File: config.mk
export PLATFORM = sky130hd
export DESIGN_NAME = fvm_ram
export DESIGN_NICKNAME = d
export VERILOG_FILES = /design/src/hdl/fvm_ram.sv
export SDC_FILE = /design/constraint.sdc
export NUM_CORES = 2
export LEC_CHECK = 0
export BUFFER_PORTS_ARGS = -buffer_cell sky130_fd_sc_hd__buf_2
export CORE_UTILIZATION = 55
export DETAILED_ROUTE_END_ITERATION = 7
export GPL_TIMING_DRIVEN = 0
export PLACE_DENSITY = 0.7
export SLEW_MARGIN = 20
export SYNTH_ARGS = -nofsm -noshare
export SYNTH_HDL_FRONTEND = slang
export SYNTH_SLANG_ARGS = --single-unit
export TNS_END_PERCENT = 50
File: constraint.sdc
create_clock -name clk -period 5.6 [get_ports clk]
set_input_delay 1.68 -clock clk [delete_from_list [all_inputs] [get_ports clk]]
set_output_delay 1.68 -clock clk [all_outputs]
set_load 0.01 [all_outputs]
File: src/hdl/fvm_ram.sv
// generic single-port synchronous ram with registered read
// no dependencies
module fvm_ram #(
    parameter int WIDTH = 16,
    parameter int DEPTH = 256
) (
    input  logic                     clk,
    input  logic                     en,
    input  logic                     we,
    input  logic [$clog2(DEPTH)-1:0] addr,
    input  logic [WIDTH-1:0]         wdata,
    output logic [WIDTH-1:0]         rdata
);

    logic [WIDTH-1:0] mem [DEPTH];

    always_ff @(posedge clk) begin
        if (en) begin
            if (we) begin
                mem[addr] <= wdata;
            end else begin
                rdata <= mem[addr];
            end
        end
    end

endmodule

==> impl_metrics.yaml <==
worst_setup_path:
  reg2regPathDepth: 5
  required_ns: 6.10
  r2r-end: "rdata[11]$_DFFE_PP_"
  r2r_slack_ns: 1.93
  reg2reg_from: "mem[175][11]$_DFFE_PP_"
  cp.arrival_ns: 6.29
  cp_max_fo: 10
  criticalPathCategory: "input pin to register"
  start_kind: "input pin"
  cp-end-kind: "register"
yosys:
  yosysSeqAreaShare_pct: 79.5
  yosys_warnings: 0
  muxShareOfSynthArea_pct: 14.9
  yosys-top-cells-area: "edfxtp_1 80%, mux4_2 15%, a22oi_1 2.5%"
  synth_fa_ha_area_share_pct: 0
  ys_types: 20
  synth_top_area_share_pct: 79.5
  ys_seq_elements: 4112
  synth.avg_cell_area_um2: 23.2
  synth-xor-area-share_pct: 0
  syn_area_um2: 155000
  synth-compound-area-share_pct: 3.66
  yosys.area_share.simple_pct: 0.843
  synth_cells: 6705
  synth_nets: 6732
  yosysTopAreaCell: "edfxtp_1"
  synth_top_family_by_area: "multiplexers"
sta:
  period_share_pct: 103
  setup_ws_ns: -0.192
  slew_headroom_pct: 10.0
  min_period_ns: 5.79
  final_hold_viol_count: 0
  holdWs_ns: 1.09
  tns_ns: -5.27
  fmax_ghz: 0.173
  setup_viol: 91
  slew_viol_final: 0
  clock_skew_ns: 0.0454
  tightest_slew_ns: 1.35
cells_and_area:
  multi_input_area_um2: 30800
  drive_above_1_share_pct: 30.4
  register_area_um2: 123000
  fill_cells: 18100
  finalNetCount: 7476
  utilization_pct: 63.7
  syn2layout_area_growth_pct: 15.0
min_path:
  worst_hold_path.endpoint: "mem[104][9]$_DFFE_PP_"
  hold_depth: 1
  hold_class: "input pin to register"
  min-delay-start: "wdata[9]"
floorplanning:
  die_area_um2: 284000
  fp-row-count: 194
  pin_count: 43
  die_width_um: 533
  die_y_um: 533
  core_area_um2: 280000
  start_util_pct: 55.4
global_route:
  grt.total_usage_pct: 31.2
  antenna_found_initial: 27
  grt_max_degree: 114
  overflow: 0
  grt_pass1_wl_um: 606000
  first_global_vias: 76400
detailed_routing:
  route.vias.total: 78500
  drtIter0Drc: 13400
  ant_nets: 0
  wirelength_um: 442000
  viasPerCell: 6.82
  route.detailed.drc: 0
  drt_pass1_iterations: 8
  wl_per_cell_um: 38.4
clock_network:
  worstSkewPairLatency_ns: 0.96
  cts_tree: "built"
  cts.hold.buffers_added: 0
  cts.htree.levels: 5
  cts_resized: 1
  post_cts_buffers: 0
  clkSinkCount: 4112
  cts-root-buf: "clkbuf_16"
  clockBufferDepth: 4
  cts_buffers: 398
  path_clk_slew_ns: 0.06
placement:
  dp_slack_ns: -1.02
  port-buffer-count: 40
  dp_hpwl_um: 294000
  gp_congestion: 1.05
outcome:
  run_status: "finished, violations left"
  failed_checks: "negative setup slack"
power_and_ir_drop:
  clkPwrFrac_pct: 41.8
  pwr-share-seq_pct: 53.2
  p_leak_nw: 54.7
  ir_worst_vdd_mv: 0.274
  power.switching_mw: 13.8
  total_power_mw: 63.7
  p_comb_share_pct: 4.9
  p_int_mw: 50.0
  p_per_area_nw_per_um2: 357
  p_sw_share_pct: 21.6
job:
  maxCapViolations: 0
## metal layers
metal / vias to the layer above / part of all wire (%) / track usage [%]
met2: 5616 / 45 / 46.1
met5: - / 0.050 / 0
met4: 16 / 6.6 / 17.2
met3: 885 / 13 / 8.70
met1: 41500 / 35 / 42.4
li1: 30500 / - / -
## cell families after synthesis
family                 count (synthesis)
AND/OR/NAND/NOR                      325
multiplexers                        1024
AO/OA/AOI/OAI                        832
flip-flops                          4112
buffers and inverters                412
## power groups by stage
stage / clock network (mW) / registers (mW) / logic [mW]
after floorplan: 0 / 34.6 / 1.41
after global placement: 0 / 34.7 / 2.85
after detailed placement: 0 / 34.6 / 3.06
after CTS: 26.8 / 33.9 / 3.07
after global routing: 27.9 / 33.9 / 3.21
final: 26.7 / 33.9 / 3.14
## cells in the final DEF, fill, tap and decap left out, types with 21 or more instances in the layout
cell	instances
clkinv_1	87
clkinv_2	85
buf_8	115
nand2_1	21
a21oi_1	244
bufinv_16	39
nor2_2	252
buf_16	43
o41ai_1	64
clkbuf_2	25
buf_6	154
a22oi_1	512
mux4_2	1024
buf_2	116
clkbuf_16	404
edfxtp_1	4112
buf_1	39
clkbuf_1	300
## cells in the mapped netlist
cell type     n
clkbuf_1    268
nor2b_1       7
buf_1        42
o41ai_1      64
nand3_1       4
a22oi_1     512
and2_1        2
nand4_1      16
and4_1        1
mux4_2     1024
edfxtp_1   4112
buf_2        91
a21oi_1     256
nand2b_1      2
or2_2         1
nand2_1      30
nor2_1      259
nor3_1        1
nor3b_1       2
buf_4        11
## through the flow
step           instances  area, um^2
2_1_floorplan       6705      155000
3_3_place_gp       10500      160000
3_5_place_dp       10800      166000
4_1_cts            11500      178000
5_1_grt            11500      179000
6_report           11500      179000
## worst max-delay path: stages
cell,delay (ns)
buf_2,0.49
buf_2,0.77
buf_2,0.68
mux4_2,0.62
a22oi_1,0.21
a21oi_1,0.25
o41ai_1,0.89
nand4_1,0.63
## worst max-delay path by stage
stage                       start                     to  slack [ns]  cells after the start
after detailed placement  addr[2]  mem[198][6]$_DFFE_PP_       -1.02                      8
final                     addr[0]    rdata[11]$_DFFE_PP_       -0.19                      8
after global routing      addr[2]  mem[135][2]$_DFFE_PP_      -0.001                      9
after CTS                 addr[2]  mem[199][1]$_DFFE_PP_        0.01                      8
after floorplan           addr[1]  mem[114][0]$_DFFE_PP_        1.34                      7
after global placement    addr[3]  mem[127][0]$_DFFE_PP_       -3.51                      8
## final cells by class
cell class	count	area share (%)
Multi-Input combinational cell	2181	17.2
Tap cell	3724	2.61
Buffer	412	1.00
Antenna cell	13	0.0182
Sequential cell	4112	69.2
Clock inverter	251	1.40
Clock buffer	475	5.81
Timing Repair Buffer	344	2.76
## state kept, by name (all words and copies together) (netlist names)
name   cells
rdata     16
mem     4096
Power figures use the tool's default switching activity.
