<file path="config.mk">
export PLATFORM = sky130hd
export DESIGN_NAME = fvm_mix_out
export DESIGN_NICKNAME = d
export VERILOG_FILES = /design/src/hdl/fvm_pkg.sv /design/src/hdl/fvm_mix_out.sv
export SDC_FILE = /design/constraint.sdc
export NUM_CORES = 1
export LEC_CHECK = 0
export ABC_CLOCK_PERIOD_IN_PS = 7700
export BUFFER_PORTS_ARGS = -buffer_cell sky130_fd_sc_hd__buf_2
export CORE_ASPECT_RATIO = 1.25
export CORE_UTILIZATION = 60
export CTS_CLUSTER_DIAMETER = 150
export DETAILED_ROUTE_END_ITERATION = 8
export PLACE_DENSITY = 0.82
export SYNTH_ARGS = -nofsm -noshare
export SYNTH_HDL_FRONTEND = slang
export SYNTH_SLANG_ARGS = --single-unit
</file>
<file path="constraint.sdc">
create_clock -name aclk -period 7.7 [get_ports aclk]
set_clock_uncertainty 0.1 [all_clocks]
set_input_delay 1.54 -clock aclk [delete_from_list [all_inputs] [get_ports aclk]]
set_output_delay 1.54 -clock aclk [all_outputs]
set_load 0.02 [all_outputs]
</file>
<file path="src/hdl/fvm_pkg.sv">
// shared types and constants of the four-voice sample mixer
// no dependencies; used by the top level, fvm_mix_out, the checker and the testbench
package fvm_pkg;

    localparam int STORE_WORDS = 65536;
    localparam int STORE_AW    = $clog2(STORE_WORDS);
    localparam int VOICE_COUNT = 4;
    localparam int VOICE_IW    = (VOICE_COUNT > 1) ? $clog2(VOICE_COUNT) : 1;
    localparam logic [VOICE_IW-1:0] VOICE_LAST = VOICE_IW'(VOICE_COUNT - 1);

    localparam int SAMPLE_W   = 16;
    localparam int ADDR_W     = 16;
    localparam int VSEL_W     = 2;
    localparam int CFG_IDX_W  = 3;
    localparam int CFG_DATA_W = 16;
    localparam int SUM_W      = 18;
    localparam int MIX_SHIFT  = 2;
    localparam int LEVEL_W    = 16;
    localparam int BYTE_W     = 8;
    localparam logic [SUM_W-1:0] MIX_CENTRE = SUM_W'(131072);

    localparam int OUT_DEPTH = 2;
    localparam int PEND_W    = $clog2(OUT_DEPTH + 1);

    typedef enum logic [1:0] {
        FUNC_TICK     = 2'd0,
        FUNC_ACTIVATE = 2'd1,
        FUNC_STORE    = 2'd2
    } func_t;

    typedef enum logic [1:0] {
        ST_IDLE = 2'b01,
        ST_WALK = 2'b10
    } seq_state_t;

    typedef struct packed {
        func_t                       func;
        logic [VSEL_W-1:0]           voice_select;
        logic                        turn_on;
        logic [ADDR_W-1:0]           store_address;
        logic signed [SAMPLE_W-1:0]  store_value;
    } in_item_t;

    typedef struct packed {
        logic [BYTE_W-1:0] level_high_byte;
        logic [BYTE_W-1:0] level_low_byte;
    } out_item_t;

    // travels with each store read to the mix stage
    typedef struct packed {
        logic vld;
        logic act;
        logic first;
        logic last;
    } mix_tag_t;

endpackage

</file>
<file path="src/hdl/fvm_mix_out.sv">
// mix accumulator and two-entry result queue
// depends on fvm_pkg
module fvm_mix_out (
    input  logic                          aclk,
    input  logic                          aresetn,
    input  fvm_pkg::mix_tag_t             tag_in,
    input  logic [fvm_pkg::SAMPLE_W-1:0]  rdata,
    output logic                          m_valid,
    input  logic                          m_ready,
    output fvm_pkg::out_item_t            m_data
);

    fvm_pkg::mix_tag_t            tag_reg;
    logic [fvm_pkg::SUM_W-1:0]    sum_reg, sum_next;
    logic [fvm_pkg::SUM_W-1:0]    acc;
    logic [fvm_pkg::LEVEL_W-1:0]  level;
    fvm_pkg::out_item_t           q_reg [fvm_pkg::OUT_DEPTH];
    logic                         wr_ptr_reg, rd_ptr_reg;
    logic [fvm_pkg::PEND_W-1:0]   cnt_reg, cnt_next;
    logic                         push, pop;

    always_comb begin
        acc = (tag_reg.first ? fvm_pkg::MIX_CENTRE : sum_reg)
            + (tag_reg.act ? {{(fvm_pkg::SUM_W - fvm_pkg::SAMPLE_W){rdata[fvm_pkg::SAMPLE_W-1]}},
                              rdata}
                           : '0);
        level    = acc[fvm_pkg::MIX_SHIFT +: fvm_pkg::LEVEL_W];
        sum_next = tag_reg.vld ? acc : sum_reg;
        push     = tag_reg.vld && tag_reg.last;
        pop      = m_valid && m_ready;
        cnt_next = cnt_reg + fvm_pkg::PEND_W'(push) - fvm_pkg::PEND_W'(pop);
    end

    assign m_valid = (cnt_reg != '0);
    assign m_data  = q_reg[rd_ptr_reg];

    always_ff @(posedge aclk) begin
        if (!aresetn) begin
            tag_reg    <= '0;
            wr_ptr_reg <= 1'b0;
            rd_ptr_reg <= 1'b0;
            cnt_reg    <= '0;
        end else begin
            tag_reg <= tag_in;
            cnt_reg <= cnt_next;
            if (push) begin
                wr_ptr_reg <= ~wr_ptr_reg;
            end
            if (pop) begin
                rd_ptr_reg <= ~rd_ptr_reg;
            end
        end
    end

    always_ff @(posedge aclk) begin
        sum_reg <= sum_next;
        if (push) begin
            q_reg[wr_ptr_reg] <= {level[fvm_pkg::LEVEL_W-1 -: fvm_pkg::BYTE_W],
                                  level[fvm_pkg::BYTE_W-1:0]};
        end
    end

endmodule

</file>
==> flow_summary.yaml, run 1 <==
cts:
  cts_inserted_buffers: 9
  clock-sinks: 59
  cts_hold_buf: 0
  clk_latency_ps: 340
  root_buffer: "clkbuf_8"
  cts_tree: "done"
  cts.repair.resized: 0
  cts_max_level: 3
  cts_buffer_depth: 2
  clkTransAtPathRegs_ps: 70
  post_cts_buffers: 0
grt:
  antenna_found_initial: 0
  grt_start_max_net_pins: 21
  grtUsageTotal_pct: 24.2
  gr-total-overflow: 0
  grt_pass1_vias: 2134
  grt_pass1_wl_um: 9780
critical_path:
  crit_start: "rdata[0]"
  r2r_start: "tag_reg[1]"
  crit_path_start_kind: "input port"
  arrival_ps: 3500
  crit_path_end_kind: "flop"
  worstPathRequired_ps: 7760
  path_max_fanout: 6
  worstRegToRegCells: 7
  path_class: "input port to flop"
cells_and_area:
  fin_nets: 358
  stdcell_area_um2: 3640
  register_area_um2: 1680
  fill_cells: 392
  antenna_cells: 0
  syn2layout_area_growth_pct: 13.5
  layout_commonest_cell: "edfxtp_1"
  drive_above_1_share_pct: 25.9
  multi_input_area_um2: 1450
  largest_reg_flops: 32
  utilization_pct: 71.1
  final_cell_mix: "edfxtp_1 (50), buf_2 (39), and2_1 (22)"
sta:
  slew_violations: 0
  min_period_ps: 3440
  slew-limit-headroom_pct: 36.1
  worstMarginPinSlew_ps: 957
  finalHoldViolations: 0
  setup_slack_ps: 4260
  finalSetupTns_ps: 0
  period_share_pct: 44.7
  rsz0062_at_grt: "false"
  max_freq_mhz: 290
  setup_violations: 0
placement:
  placed_area_um2: 3440
  gp_congestion: 0.888
  io_buffers: 39
  dp_slack_ps: 3920
  dpl.hpwl_um: 4410
detailed_routing:
  dr.pass1.iters: 4
  totalWireLength_um: 6150
  ant_nets: 0
  vias: 2198
  drc: 0
  drt_iter0_drc: 140
  wl_per_cell_um: 16.1
  via_per_inst: 5.75
hold_path:
  hold_start: "rd_ptr_reg"
  hold_path.class: "flop to flop"
  holdPathStages: 2
die:
  die_x_um: 67.4
  die-area_um2: 5640
  io_pins: 40
  core_area_um2: 5120
  start_util_pct: 62.6
  num_rows: 29
  die_h_um: 83.7
synth:
  syn-num-nets: 314
  ys_ff_latch: 59
  ys_seq_area_share_pct: 52.5
  syn_avg_cell_area_um2: 11.8
  synth_edf_count: 50
  synth_top_flop_cell: "edfxtp_1"
  postSynthCellCount: 271
  synth_warnings: 0
  synth_cell_types: 52
  synth_area_um2: 3200
  synthArstFlopShare_pct: 0
pwr:
  cellPowerDensity_nw_per_um2: 238
  leakage_nw: 1.46
  peakVddDrop_mv: 0.216
flow_run:
  drv_cap: 0
run_status:
  status: "finished clean"
## cell type report
type	count	share of cell area, %
repair buffers	40	5.57
multi-input cells	196	39.8
clock inverters	7	1.89
flip-flops and latches	59	46.2
well taps	62	2.13
clock buffers	9	3.41
inverters	9	0.929
## routing by layer
| layer | global-route usage (%) | share of wire [%] |
|---|---|---|
| met5 | 0 | 0 |
| met4 | 15.1 | 3.8 |
| met2 | 39.5 | 52 |
| met3 | 6.01 | 4.9 |
| met1 | 27.5 | 39 |
## cells in the mapped netlist, types with 3 or more instances
| library cell | instances | area, um^2 |
|---|---|---|
| edfxtp_1 | 50 | 1500 |
| and2_1 | 22 | 138 |
| ha_1 | 19 | 238 |
| nor2b_1 | 19 | 119 |
| a21oi_1 | 18 | 90.1 |
| mux2_2 | 16 | 180 |
| nand2_1 | 16 | 60.1 |
| xnor2_1 | 11 | 96.3 |
| dfxtp_1 | 9 | 180 |
| inv_1 | 9 | 33.8 |
| nor2_1 | 9 | 33.8 |
| nand3_1 | 7 | 35.0 |
| o21ai_0 | 6 | 30.0 |
| xor2_1 | 5 | 43.8 |
| nor3_1 | 4 | 20.0 |
| clkbuf_1 | 3 | 11.3 |
| nand2b_1 | 3 | 18.8 |
| nand4_1 | 3 | 18.8 |
## per-stage QoR
step / hold WS (ps) / power (mW) / instances
after global routing: 492 / 0.903 / 382
after CTS: 452 / 0.873 / 382
final: 450 / 0.866 / 382
after global placement: 418 / 0.596 / 366
after floorplan: 404 / 0.549 / 271
after detailed placement: 444 / 0.602 / 366
## logic make-up after synthesis
kind of cell | after synthesis | share of synthesized area, %
AOI/OAI and AO/OA | 50 | 10.6
xor gates and xnor gates | 16 | 4.37
adders and majority gates | 20 | 8.04
buffers and inverters | 16 | 2.30
DFF | 59 | 52.5
muxes | 16 | 5.62
and+or+nand+nor | 94 | 16.6
## critical path: stages
cell and delay [ps]:
buf_2 70, and2_1 110, ha_1 160, inv_1 50, fa_1 380, nand2b_1 200
a211oi_2 250, o211ai_1 270, o21ai_1 230, xor2_1 240
## final timing paths
kind | endpoint | slack, ps
setup / recovery | sum_reg[16] | 4260
hold / removal | flop | 450
setup reg to reg | sum_reg[14] | 4820
hold reg to reg | flop | 450
## report_power, final
| group | switching (mW) | internal [mW] |
|---|---|---|
| Sequential | 0.0233 | 0.375 |
| Combinational | 0.106 | 0.0898 |
| Clock | 0.124 | 0.147 |
(Power assumes the default switching activity.)
==> inputs of run 2 (changes only) <==
--- a/config.mk
+++ b/config.mk
@@ -5,13 +5,14 @@
 export SDC_FILE = /design/constraint.sdc
 export NUM_CORES = 1
 export LEC_CHECK = 0
-export ABC_CLOCK_PERIOD_IN_PS = 7700
+export ABC_AREA = 1
+export ABC_CLOCK_PERIOD_IN_PS = 3450
 export BUFFER_PORTS_ARGS = -buffer_cell sky130_fd_sc_hd__buf_2
 export CORE_ASPECT_RATIO = 1.25
-export CORE_UTILIZATION = 60
+export CORE_UTILIZATION = 58
 export CTS_CLUSTER_DIAMETER = 150
 export DETAILED_ROUTE_END_ITERATION = 8
-export PLACE_DENSITY = 0.82
+export PLACE_DENSITY = 0.8
 export SYNTH_ARGS = -nofsm -noshare
 export SYNTH_HDL_FRONTEND = slang
 export SYNTH_SLANG_ARGS = --single-unit
==> constraint.sdc (replaced) <==
create_clock -name aclk -period 3.45 [get_ports aclk]
set_clock_uncertainty 0.1 [all_clocks]
set_input_delay 0.69 -clock aclk [delete_from_list [all_inputs] [get_ports aclk]]
set_output_delay 0.69 -clock aclk [all_outputs]
set_load 0.02 [all_outputs]
==> run 2 against run 1 <==
  * First-iteration DRC count rose by 21%
  * Clock-buffer cell count rose by 3
  * Flip-flop and latch count did not move
  * Critical path type is now flop to flop
  * Critical endpoint is now q_reg[1][15]
==> flow_summary.yaml, run 2 <==
run_status:
  status: "finished clean"
sta:
  slew_violations: 0
  setup_violations: 0
  setup_slack_ps: 828
  min_period_ps: 2620
  rsz0062_at_grt: "false"
  slew-limit-headroom_pct: 46.3
  worstMarginPinSlew_ps: 805
  finalHoldViolations: 0
  finalSetupTns_ps: 0
  max_freq_mhz: 381
  period_share_pct: 76.0
  hold_ws_ps: 359
critical_path:
  path_class: "flop to flop"
  cp_cell_sequence: "nor2_1, ha_1, a21oi_1, o21ai_0, a21oi_1, nand2_1, nand2_1, nand2_1"
  cp_common_cell: "nand2_1"
  cp_slowest_cell: "dfxtp_1"
  crit_path_start_kind: "flop"
  worstPathRequired_ps: 3430
  crit_path_end_kind: "flop"
  cp_top_family: "flip-flops"
  cpPeakStageDelay_ps: 790
  arrival_ps: 2600
  cp_num_buf_inv: 0
  path_max_fanout: 18
synth:
  synth_top_cell_by_area: "edfxtp_1"
  synth_top_flop_cell: "edfxtp_1"
  synthTopCellsByArea: "edfxtp_1 (46%), nand2_1 (10%), inv_1 (8.0%)"
  post-synth-top-count-cell: "nand2_1"
  ys_seq_area_share_pct: 51.8
  synth_area_um2: 3250
  ys_ff_latch: 59
  syn_avg_cell_area_um2: 9.18
  synthArstFlopShare_pct: 0
  synth_cell_types: 27
  postSynthCellCount: 354
  syn-num-nets: 397
  synth_edf_count: 50
  synth_warnings: 0
  synthTopCellsByCount: "nand2_1 (87), inv_1 (69), edfxtp_1 (50)"
  yosysTopAreaCellShare_pct: 46.2
pwr:
  peakVddDrop_mv: 0.535
  cellPowerDensity_nw_per_um2: 525
  leakage_nw: 1.93
  power_mw: 1.97
flow_run:
  drv_cap: 0
die:
  num_rows: 30
  die-area_um2: 5910
  core_area_um2: 5410
  die_x_um: 68.9
  start_util_pct: 60.1
  die_h_um: 85.7
  io_pins: 40
cells_and_area:
  syn2layout_area_growth_pct: 15.6
  register_area_um2: 1680
  drive_above_1_share_pct: 20.9
  fill_cells: 428
  utilization_pct: 69.5
  layout_commonest_cell: "nand2_1"
  largest_reg_flops: 32
  final_cells: 471
  fin_nets: 445
  multi_input_area_um2: 1280
  final_cell_mix: "nand2_1 (87), inv_1 (69), edfxtp_1 (50)"
  stdcell_area_um2: 3760
  antenna_cells: 0
cts:
  cts_buffer_depth: 2
  cts.repair.resized: 0
  post_cts_buffers: 0
  clk_latency_ps: 340
  clock-sinks: 59
  root_buffer: "clkbuf_8"
  clkTransAtPathRegs_ps: 70
  cts_inserted_buffers: 9
  cts_tree: "done"
  cts_max_level: 3
  cts_hold_buf: 0
grt:
  antenna_found_initial: 0
  grt_start_max_net_pins: 19
  gr-total-overflow: 0
  grt_pass1_wl_um: 10600
  grt_pass1_vias: 2388
  grtUsageTotal_pct: 25.1
placement:
  dp_slack_ps: 830
  gp_congestion: 0.899
  placed_area_um2: 3530
  dpl.hpwl_um: 4510
  io_buffers: 39
  place_inst: 455
detailed_routing:
  via_per_inst: 5.14
  drc: 0
  drt_iter0_drc: 169
  vias: 2421
  ant_nets: 0
  wl_per_cell_um: 13.6
  totalWireLength_um: 6400
  dr.pass1.iters: 4
hold_path:
  hold_path.class: "flop to flop"
## run 2: cell types whose count changed in the layout (fill, tap and decap cells not counted), sizes merged, moves of 4 or more
| cell | change |
|---|---|
| nor2b | -19 |
| xnor2 | -8 |
| inv | +60 |
| nand3 | +8 |
| a211oi | -4 |
| nor2 | +23 |
| and2 | -21 |
| nand2 | +75 |
## run 2: report_power, final
group | internal (mW) | switching (mW) | leakage (nW)
sequential | 0.833 | 0.0431 | 0.536
combinational | 0.157 | 0.225 | 1.28
clock | 0.446 | 0.270 | 0.117
## run 2: worst paths after layout
path,end,slack (ps),start,cells past startpoint
setup / recovery,q_reg[1][15],830,tag_reg[1],8
hold / removal,rd_ptr_reg,360,rd_ptr_reg,1
setup reg to reg,q_reg[1][15],830,tag_reg[1],8
hold reg to reg,rd_ptr_reg,360,rd_ptr_reg,1
## run 2: area by class of cell
| cell class | count | area share, % |
|---|---|---|
| Sequential cell | 59 | 44.8 |
| Multi-Input combinational cell | 220 | 34.1 |
| Inverter | 69 | 6.90 |
| Timing Repair Buffer | 43 | 6.00 |
| Clock buffer | 12 | 4.13 |
| Tap cell | 64 | 2.13 |
| Clock inverter | 4 | 1.97 |
## run 2: routing by layer
| layer | track usage, % | part of all wire [%] | up-vias |
|---|---|---|---|
| li1 | - | - | 1232 |
| met1 | 29.7 | 40 | 1102 |
| met2 | 41.1 | 52 | 70 |
| met3 | 4.39 | 5.2 | 17 |
| met4 | 15.2 | 2.8 | 0 |
| met5 | 0 | 0 | - |
## run 2: cells by family after synthesis
logic type | after synthesis | synth area share (%)
xor+xnor | 10 | 2.70
fa+ha+maj | 20 | 7.93
mux | 16 | 5.54
simple gates | 145 | 18.6
buf+inv | 75 | 8.82
compound gates | 29 | 4.66
flops | 59 | 51.8
